[config.mk]
export PLATFORM = sky130hd
export DESIGN_NAME = signed_restoring_divider
export DESIGN_NICKNAME = d
export VERILOG_FILES = /design/src/rtl/core/srd_pkg.sv /design/src/rtl/core/srd_step.sv /design/src/rtl/core/signed_restoring_divider.sv
export SDC_FILE = /design/constraint.sdc
export NUM_CORES = 1
export LEC_CHECK = 0
export ABC_AREA = 1
export ABC_CLOCK_PERIOD_IN_PS = 5700
export BUFFER_PORTS_ARGS = -buffer_cell sky130_fd_sc_hd__buf_4
export CAP_MARGIN = 30
export CORE_AREA = 2 2 157 159
export CTS_CLUSTER_DIAMETER = 100
export DETAILED_ROUTE_END_ITERATION = 16
export DIE_AREA = 0 0 159 161
export PLACE_DENSITY = 0.83
export SETUP_SLACK_MARGIN = 0.05
export SYNTH_ARGS = -nofsm -noshare
export SYNTH_HDL_FRONTEND = slang
export SYNTH_SLANG_ARGS = --single-unit
[constraint.sdc]
create_clock -name clk -period 5.7 [get_ports clk]
set_input_delay 0.285 -clock clk [delete_from_list [all_inputs] [get_ports clk]]
set_output_delay 0.285 -clock clk [all_outputs]
set_load 0.01 [all_outputs]
[src/rtl/core/srd_pkg.sv]
// ----------------------------------------------------------------------------
// srd_pkg
// Widths, types and helpers shared by the signed restoring divider.
// ----------------------------------------------------------------------------
package srd_pkg;

  localparam int DATA_WIDTH = 32;
  localparam int CNT_W      = $clog2(DATA_WIDTH);

  typedef logic [DATA_WIDTH-1:0] word_t;
  typedef logic [CNT_W-1:0]      cnt_t;

  localparam word_t DATA_MIN = {1'b1, {(DATA_WIDTH-1){1'b0}}};
  localparam word_t DATA_ONES = {DATA_WIDTH{1'b1}};

  // result of one restoring step
  typedef struct packed {
    logic  qbit;
    word_t rem;
  } step_t;

  function automatic word_t negate(word_t v);
    return word_t'(~v + word_t'(1));
  endfunction

  function automatic word_t magnitude(word_t v);
    return v[DATA_WIDTH-1] ? negate(v) : v;
  endfunction

endpackage

[src/rtl/core/srd_step.sv]
// ----------------------------------------------------------------------------
// srd_step
// One restoring step: shift in a dividend bit, trial subtract, keep or restore.
// ----------------------------------------------------------------------------
module srd_step (
  input  srd_pkg::word_t rem,
  input  logic           din,
  input  srd_pkg::word_t dvsr,
  output srd_pkg::step_t res
);

  logic [srd_pkg::DATA_WIDTH:0] trial;
  logic [srd_pkg::DATA_WIDTH:0] diff;
  logic                         fits;

  always_comb begin
    trial = {rem, din};
    diff  = trial - {1'b0, dvsr};
    fits  = !diff[srd_pkg::DATA_WIDTH];  // no borrow: trial >= divisor
    res.qbit = fits;
    // partial remainder stays below the divisor magnitude, so it fits a word
    res.rem  = fits ? diff[srd_pkg::DATA_WIDTH-1:0] : trial[srd_pkg::DATA_WIDTH-1:0];
  end

endmodule

[src/rtl/core/signed_restoring_divider.sv]
// ----------------------------------------------------------------------------
// signed_restoring_divider
// Signed 32-bit restoring divider, one quotient bit per cycle.
// ----------------------------------------------------------------------------
//  channel | direction | handshake          | beat fields
//  --------+-----------+--------------------+------------------------------------
//  op      | in        | op_valid/op_stall  | dividend, divisor
//  res     | out       | res_valid/res_stall| quotient, remainder,
//          |           |                    | divide_by_zero, overflow
//
//  An op beat is loaded, then takes 32 steps through the single
//  subtract/compare unit (srd_step), then a sign fix-up into the result regs.
//  op_stall is high from load until the fix-up writes the result register.
//  A new op is taken while the previous result still waits on res_stall;
//  the fix-up cycle holds until the result register is free.
//  Synchronous active-high rst clears the sequencer and res_valid only.
// ----------------------------------------------------------------------------
module signed_restoring_divider (
  input  logic                                clk,
  input  logic                                rst,
  input  logic                                op_valid,
  output logic                                op_stall,
  input  logic signed [srd_pkg::DATA_WIDTH-1:0] dividend,
  input  logic signed [srd_pkg::DATA_WIDTH-1:0] divisor,
  output logic                                res_valid,
  input  logic                                res_stall,
  output logic signed [srd_pkg::DATA_WIDTH-1:0] quotient,
  output logic signed [srd_pkg::DATA_WIDTH-1:0] remainder,
  output logic                                divide_by_zero,
  output logic                                overflow
);

  typedef enum logic [1:0] {
    ST_IDLE,
    ST_RUN,
    ST_FIX
  } state_t;

  state_t         state;
  srd_pkg::cnt_t  cnt;      // steps left minus one, counts down to zero
  srd_pkg::word_t acc;      // A: partial remainder
  srd_pkg::word_t quo;      // Q: dividend bits out at top, quotient bits in at bottom
  srd_pkg::word_t dvsr;     // M: divisor magnitude
  logic           neg_a;
  logic           neg_b;
  logic           dz;
  logic           ovf;
  srd_pkg::step_t step;

  // shared step unit; next dividend bit is the top of Q
  srd_step u_step (
    .rem  (acc),
    .din  (quo[srd_pkg::DATA_WIDTH-1]),
    .dvsr (dvsr),
    .res  (step)
  );

  assign op_stall = (state != ST_IDLE);

  always_ff @(posedge clk) begin
    if (rst) begin
      state     <= ST_IDLE;
      res_valid <= 1'b0;
    end else begin
      // in fix-up the result register is refilled instead
      if (res_valid && !res_stall && state != ST_FIX) begin
        res_valid <= 1'b0;
      end
      unique case (state)
        ST_IDLE: if (op_valid) begin
          // load: work on magnitudes, remember signs and special cases
          acc   <= '0;
          quo   <= srd_pkg::magnitude(srd_pkg::word_t'(dividend));
          dvsr  <= srd_pkg::magnitude(srd_pkg::word_t'(divisor));
          neg_a <= dividend[srd_pkg::DATA_WIDTH-1];
          neg_b <= divisor[srd_pkg::DATA_WIDTH-1];
          dz    <= (srd_pkg::word_t'(divisor) == '0);
          ovf   <= (srd_pkg::word_t'(dividend) == srd_pkg::DATA_MIN) &&
                   (srd_pkg::word_t'(divisor) == srd_pkg::DATA_ONES);
          cnt   <= srd_pkg::cnt_t'(srd_pkg::DATA_WIDTH - 1);
          state <= ST_RUN;
        end
        ST_RUN: begin
          acc <= step.rem;
          quo <= {quo[srd_pkg::DATA_WIDTH-2:0], step.qbit};
          cnt <= cnt - srd_pkg::cnt_t'(1);
          if (cnt == '0) begin
            state <= ST_FIX;
          end
        end
        ST_FIX: if (!res_valid || !res_stall) begin
          // sign fix-up; min / -1 wraps on its own, as the magnitude of min is min
          if (dz) begin
            quotient  <= '0;
            remainder <= '0;
          end else begin
            quotient  <= (neg_a ^ neg_b) ? srd_pkg::negate(quo) : quo;
            remainder <= neg_a ? srd_pkg::negate(acc) : acc;
          end
          divide_by_zero <= dz;
          overflow       <= ovf;
          res_valid      <= 1'b1;
          state          <= ST_IDLE;
        end
        default: state <= ST_IDLE;
      endcase
    end
  end

endmodule

==> results of run 1 <==
## final timing paths
kind / cells past startpoint / to
setup / recovery: 6 / acc[31]$_SDFFCE_PN0P_
hold / removal: 1 / dvsr[0]$_DFFE_PP_
setup reg to reg: 6 / acc[31]$_SDFFCE_PN0P_
hold reg to reg: 0 / overflow$_DFFE_PP_
## stage by stage
stage	std cells	area, sq um
after floorplan	1834	13000
after global placement	2261	14300
after detailed placement	2261	14300
after CTS	2293	14800
after global routing	2293	14800
final	2293	14800
## cells by family after synthesis
| kind of cell | count (synthesis) | synth area share |
|---|---|---|
| AOI/OAI and AO/OA | 189 | 0.0782 |
| xor gates and xnor gates | 52 | 0.0352 |
| adders and majority gates | 39 | 0.0383 |
| buffers and inverters | 351 | 0.105 |
| DFF | 174 | 0.401 |
| and+or+nand+nor | 1029 | 0.342 |
## report_power, final
group | switching [mW] | leakage [nW] | internal (mW)
clock network | 0.546 | 0.277 | 0.575
logic | 0.589 | 5.29 | 0.299
registers | 0.0758 | 1.61 | 1.51
## cell type report
type	count	area, sq um	share of cell area
clock buffers	17	425	0.0287
clock inverters	15	131	0.00887
inverters	314	1180	0.0795
multi-input cells	1309	6430	0.434
flip-flops and latches	174	5190	0.351
well taps	324	405	0.0274
repair buffers	140	1050	0.0709
## sequential cells by signal, summed over array words and instances (netlist names)
register        cells
remainder          32
acc                32
divide_by_zero      1
quotient           32
quo                32
neg_a               1
cnt                 5
neg_b               1
overflow            1
dvsr               32
state               2
ovf                 1
res_valid           1
dz                  1
## worst register-to-register path: cells and delay by family (launching register included)
kind / cells / cell delay, ns
AND/OR/NAND/NOR: 1 / 0.07
buffers and inverters: 4 / 1.73
flip-flops: 1 / 0.33
AO/OA/AOI/OAI: 1 / 0.40
## cells in the final DEF, fill, tap and decap left out, drive strengths merged
cell type  count
nand2        519
inv          321
nor2         249
edfxtp       171
nand3        163
buf          140
o21ai         85
a21oi         79
xor2          46
nor3          42
ha            38
nand4         26
clkbuf        17
nor4           9
a31oi          8
or2            8
clkinv         8
xnor2          6
nand3b         5
o211ai         4
a21o           4
o21a           3
and3           3
dfxtp          3
nor3b          3
o31ai          2
o21bai         2
and2           2
o41ai          1
o22ai          1
fa             1
## metal layers
layer | vias up | part of all wire | track usage
met3 | 35 | 0.094 | 0.0401
met1 | 5451 | 0.48 | 0.410
met2 | 562 | 0.42 | 0.392
met4 | 0 | 0.013 | 0.0583
met5 | - | 0 | 0
li1 | 6161 | - | -
==> results_dict.tcl, run 1 <==
set metrics [dict create \
    status "completed" \
    final.setup.worst_slack_ns 2.75 \
    post-route-util 0.618 \
    synth_top_area_frac 0.396 \
    grt_pass1_wl_um 54800 \
    cp_data_required_time_ns 5.76 \
    crit_path_end_kind "register" \
    synth_area_per_cell_sq_um 7.06 \
    pre_cts_slack_ns 2.81 \
    cts.sinks 174 \
    ys_warn_count 0 \
    io_buffers 135 \
    first_global_vias 10930 \
    final_hold_viol_count 0 \
    ctsRootBufferMaster "clkbuf_16" \
    cpLargestDelayFamily "buffers and inverters" \
    crit_path_top_delay_cell "buf_4" \
    path_max_fanout 70 \
    synth_seq_area_share 0.401 \
    fin_skew_ns 0.00803 \
    die_w_um 159 \
    post_cts_resized 0 \
    worst_slew_pin_slew_ns 0.844 \
    maxCapViolCount 0 \
    synth.ff_latch_count 174 \
    cts.path.max_buffers 2 \
    netlist_area_sq_um 13000 \
    netlist_instances 1834 \
    start_util 0.541 \
    syn2layout_area_growth_pct 14.4 \
    clk_latency_ns 0.44 \
    power_density_nw_per_um2 243 \
    finalCriticalPeriod_ns 2.95 \
    first_pass_iters 6 \
    vdd_drop_max_uv 166 \
    fmax_ghz 0.339 \
    grtUsageTotal 0.264 \
    synth_common_cells "nand2_1, inv_1, nor2_1" \
    n_fill_cell 2165 \
    synth_area_leaders "edfxtp_1, nand2_1, inv_1, nor2_1, nand3_1" \
    diodes 0 \
    htree_levels 4 \
    criticalPathCategory "register to register" \
    path_buf_inv 4 \
    hold_buffers 0 \
    setup_viol 0 \
    ant_nets 0 \
    num_vias 12209 \
    max-slew-margin-rel 0.437 \
    synth_edf_count 171 \
    slowest_delay_ns 0.68 \
    startpoint_type "register" \
    hold_start "divisor[0]" \
    yosysMostFrequentCell "nand2_1" \
    synth_ff_type "edfxtp_1" \
    path_clk_slew_ns 0.07 \
    synth_area_leader_cell "edfxtp_1" \
    io_pins 136 \
    initialDrtViolationCount 1375 \
    fp.dieH_um 161 \
    rsz0062_at_grt "false" \
    row_count 57 \
    setup_tns_ns 0 \
    nNetsFinal 2063 \
    drc 0 \
    cp-startpoint "state[0]$_SDFFE_PP0P_" \
    crit_chain "inv_1 -> nor2_4 -> buf_4 -> inv_2 -> a21oi_4 -> buf_4" \
    synthArstFlopShare 0 \
    p_leak_nw 7.18 \
    finalPower_mw 3.60 \
    hp-class "primary input to register" \
    globalplace.congestion 0.962 \
    synth.distinct_cells 47 \
    hpwl_um 26700 \
    viasPerCell 5.32 \
    cts_tree "yes" \
    dieArea_sq_um 25600 \
    core_area_sq_um 24000 \
    slew_violations 0 \
    arrival_ns 3.01 \
    final.period_utilization 0.518 \
    fin_hold_ws_ns 0.0752 \
    drt-total-wl_um 33900 \
    synth_nets 1941 \
    r2r_setup_slack_ns 2.75 \
    grt_max_degree 71 \
    antenna_found_initial 0 \
    post_cts_buffers 0 \
    wl_per_cell_um 14.8 \
    grt-ovfl-total 0 \
    drive_gt1_frac 0.111 \
    crit_top_cell "buf_4" \
    cts_buffers 17 \
    r2r_start "state[0]$_SDFFE_PP0P_" \
]
No activity file was read; power rests on OpenSTA's default activity.
==> inputs of run 2 (changes only) <==
--- a/config.mk
+++ b/config.mk
@@ -6,14 +6,14 @@
 export NUM_CORES = 1
 export LEC_CHECK = 0
 export ABC_AREA = 1
-export ABC_CLOCK_PERIOD_IN_PS = 5700
+export ABC_CLOCK_PERIOD_IN_PS = 2900
 export BUFFER_PORTS_ARGS = -buffer_cell sky130_fd_sc_hd__buf_4
 export CAP_MARGIN = 30
-export CORE_AREA = 2 2 157 159
+export CORE_AREA = 2 2 150 152
 export CTS_CLUSTER_DIAMETER = 100
 export DETAILED_ROUTE_END_ITERATION = 16
-export DIE_AREA = 0 0 159 161
-export PLACE_DENSITY = 0.83
+export DIE_AREA = 0 0 152 154
+export PLACE_DENSITY = 0.87
 export SETUP_SLACK_MARGIN = 0.05
 export SYNTH_ARGS = -nofsm -noshare
 export SYNTH_HDL_FRONTEND = slang
==> constraint.sdc (replaced) <==
create_clock -name clk -period 2.9 [get_ports clk]
set_input_delay 0.145 -clock clk [delete_from_list [all_inputs] [get_ports clk]]
set_output_delay 0.145 -clock clk [all_outputs]
set_load 0.01 [all_outputs]
==> results_dict.tcl, run 2 (synthesized netlist as in run 1, its figures left out) <==
set metrics [dict create \
    startpoint_type "register" \
    viasPerCell 5.57 \
    io_pins 136 \
    place_area_sq_um 14300 \
    cp_data_required_time_ns 3.10 \
    pwr-share-comb 0.249 \
    first_global_vias 10790 \
    path_max_fanout 17 \
    antenna_found_initial 0 \
    crit_end "acc[31]$_SDFFCE_PN0P_" \
    final_hold_viol_count 0 \
    clk_latency_ns 0.44 \
    r2r_setup_slack_ns 0.32 \
    n_fill_cell 1875 \
    path_clk_slew_ns 0.08 \
    fin_skew_ns 0.0174 \
    hp-class "primary input to register" \
    cp-startpoint "quo[31]$_DFFE_PP_" \
    p_leak_nw 7.24 \
    cts_tree "yes" \
    setup_viol 0 \
    rsz0062_at_grt "false" \
    multiInputGateArea_sq_um 6430 \
    cts.path.max_buffers 2 \
    register_area_sq_um 5190 \
    dieArea_sq_um 23400 \
    criticalPathCategory "register to register" \
    ctsRootBufferMaster "clkbuf_16" \
    nNetsFinal 2073 \
    final.period_utilization 0.888 \
    drive_gt1_frac 0.115 \
    crit_path_end_kind "register" \
    globalplace.congestion 0.971 \
    start_util 0.597 \
    row_count 54 \
    num_vias 12572 \
    arrival_ns 2.77 \
    grt-ovfl-total 0 \
    slew_violations 0 \
    clock_power_share 0.323 \
    diodes 0 \
    die_w_um 152 \
    first_pass_iters 6 \
    post_cts_buffers 0 \
    finalCriticalPeriod_ns 2.58 \
    cts.sinks 174 \
    reg2reg_depth 15 \
    r2r_start "quo[31]$_DFFE_PP_" \
    hpwl_um 27300 \
    core_area_sq_um 21700 \
    htree_levels 4 \
    max-slew-margin-rel 0.513 \
    final_common_cell "nand2_1" \
    reg2reg_to "acc[31]$_SDFFCE_PN0P_" \
    setup_tns_ns 0 \
    worst_slew_pin_slew_ns 0.729 \
    fmax_ghz 0.388 \
    p_int_mw 4.75 \
    power_density_nw_per_um2 486 \
    ant_nets 0 \
    drc 0 \
    status "completed" \
    switchingPower_mw 2.50 \
    mostFrequentLayoutCells "nand2_1, inv_1, nor2_1, edfxtp_1, nand3_1" \
    grt_max_degree 70 \
    wl_per_cell_um 15.5 \
    initialDrtViolationCount 1725 \
    grtUsageTotal 0.293 \
    cts_buffers 17 \
    final_area_sq_um 14900 \
    vdd_drop_max_uv 416 \
    seqPwrFrac 0.429 \
    fp.dieH_um 154 \
    maxCapViolCount 0 \
    grt_pass1_wl_um 55200 \
    io_buffers 135 \
    syn2layout_area_growth_pct 15.2 \
    switching_share 0.345 \
    drt-total-wl_um 35000 \
]
[run 2: cell types whose count changed in the layout (fill, tap and decap cells not counted), sizes merged]
cell         previous run  this run
clkinv                  8         4
dlygate4sd3             0         2
inv                   321       322
clkinvlp                0         3
buf                   140       148
[run 2: area by class of cell]
class | instances | area share
Timing Repair Buffer | 150 | 0.0775
Multi-Input combinational cell | 1309 | 0.431
Tap cell | 280 | 0.0235
Clock buffer | 17 | 0.0285
Inverter | 314 | 0.0790
Sequential cell | 174 | 0.348
Clock inverter | 15 | 0.0121
[run 2: worst min-delay path by stage]
stage | cells past startpoint | from | to | slack (ns)
final | 3 | divisor[29] | dvsr[29]$_DFFE_PP_ | 0.006
after global routing | 3 | divisor[29] | dvsr[29]$_DFFE_PP_ | 0.004
after CTS | 3 | divisor[29] | dvsr[29]$_DFFE_PP_ | 0.0002
after detailed placement | 2 | rst | state[1]$_SDFFE_PP0P_ | 0.39
after global placement | 2 | rst | state[0]$_SDFFE_PP0P_ | 0.39
after floorplan | 1 | rst | res_valid$_SDFF_PP0_ | 0.21
[run 2: worst max-delay path, cell delays in order, from the launching register on]
cell	delay, ns
edfxtp_1	0.41
inv_1	0.07
ha_1	0.21
fa_1	0.40
inv_1	0.11
nand2_1	0.06
nand2_1	0.08
nand3_1	0.08
nand2_2	0.13
nand2_4	0.07
nand2_4	0.08
nand2_4	0.08
nand3_4	0.18
nand2_8	0.15
nor2_1	0.17
nor2_1	0.06
[run 2: power by group through the flow]
stage / Sequential (mW) / Combinational (mW) / Clock (mW)
detailed placement: 3.15 / 1.74 / 0
global route: 3.12 / 2.02 / 2.46
global placement: 3.14 / 1.72 / 0
CTS: 3.10 / 1.77 / 2.34
floorplan: 3.11 / 1.26 / 0
finish: 3.11 / 1.80 / 2.34
[run 2: timing repair]
| action | CTS | global route |
|---|---|---|
| endpoints found under the hold margin | 4 | 0 |
| hold buffers | 2 | 0 |
| gates resized for setup | 0 | 0 |
[run 2: metrics by stage]
step	hold slack [ns]	setup slack, ns	utilization	instances	total power, mW
5_1_grt	0.00444	0.138	0.688	2259	7.60
2_1_floorplan	0.214	0.304	-	1834	4.37
6_report	0.00585	0.324	0.688	2259	7.25
4_1_cts	0.000220	0.340	0.688	2259	7.20
3_3_place_gp	0.391	0.449	0.659	2225	4.86
3_5_place_dp	0.394	0.386	0.659	2225	4.90
[run 2: layer usage]
| layer | wire [um] | track usage |
|---|---|---|
| met1 | 15300 | 0.448 |
| met4 | 678 | 0.0739 |
| met5 | 0 | 0 |
| met3 | 3920 | 0.0521 |
| met2 | 15100 | 0.430 |
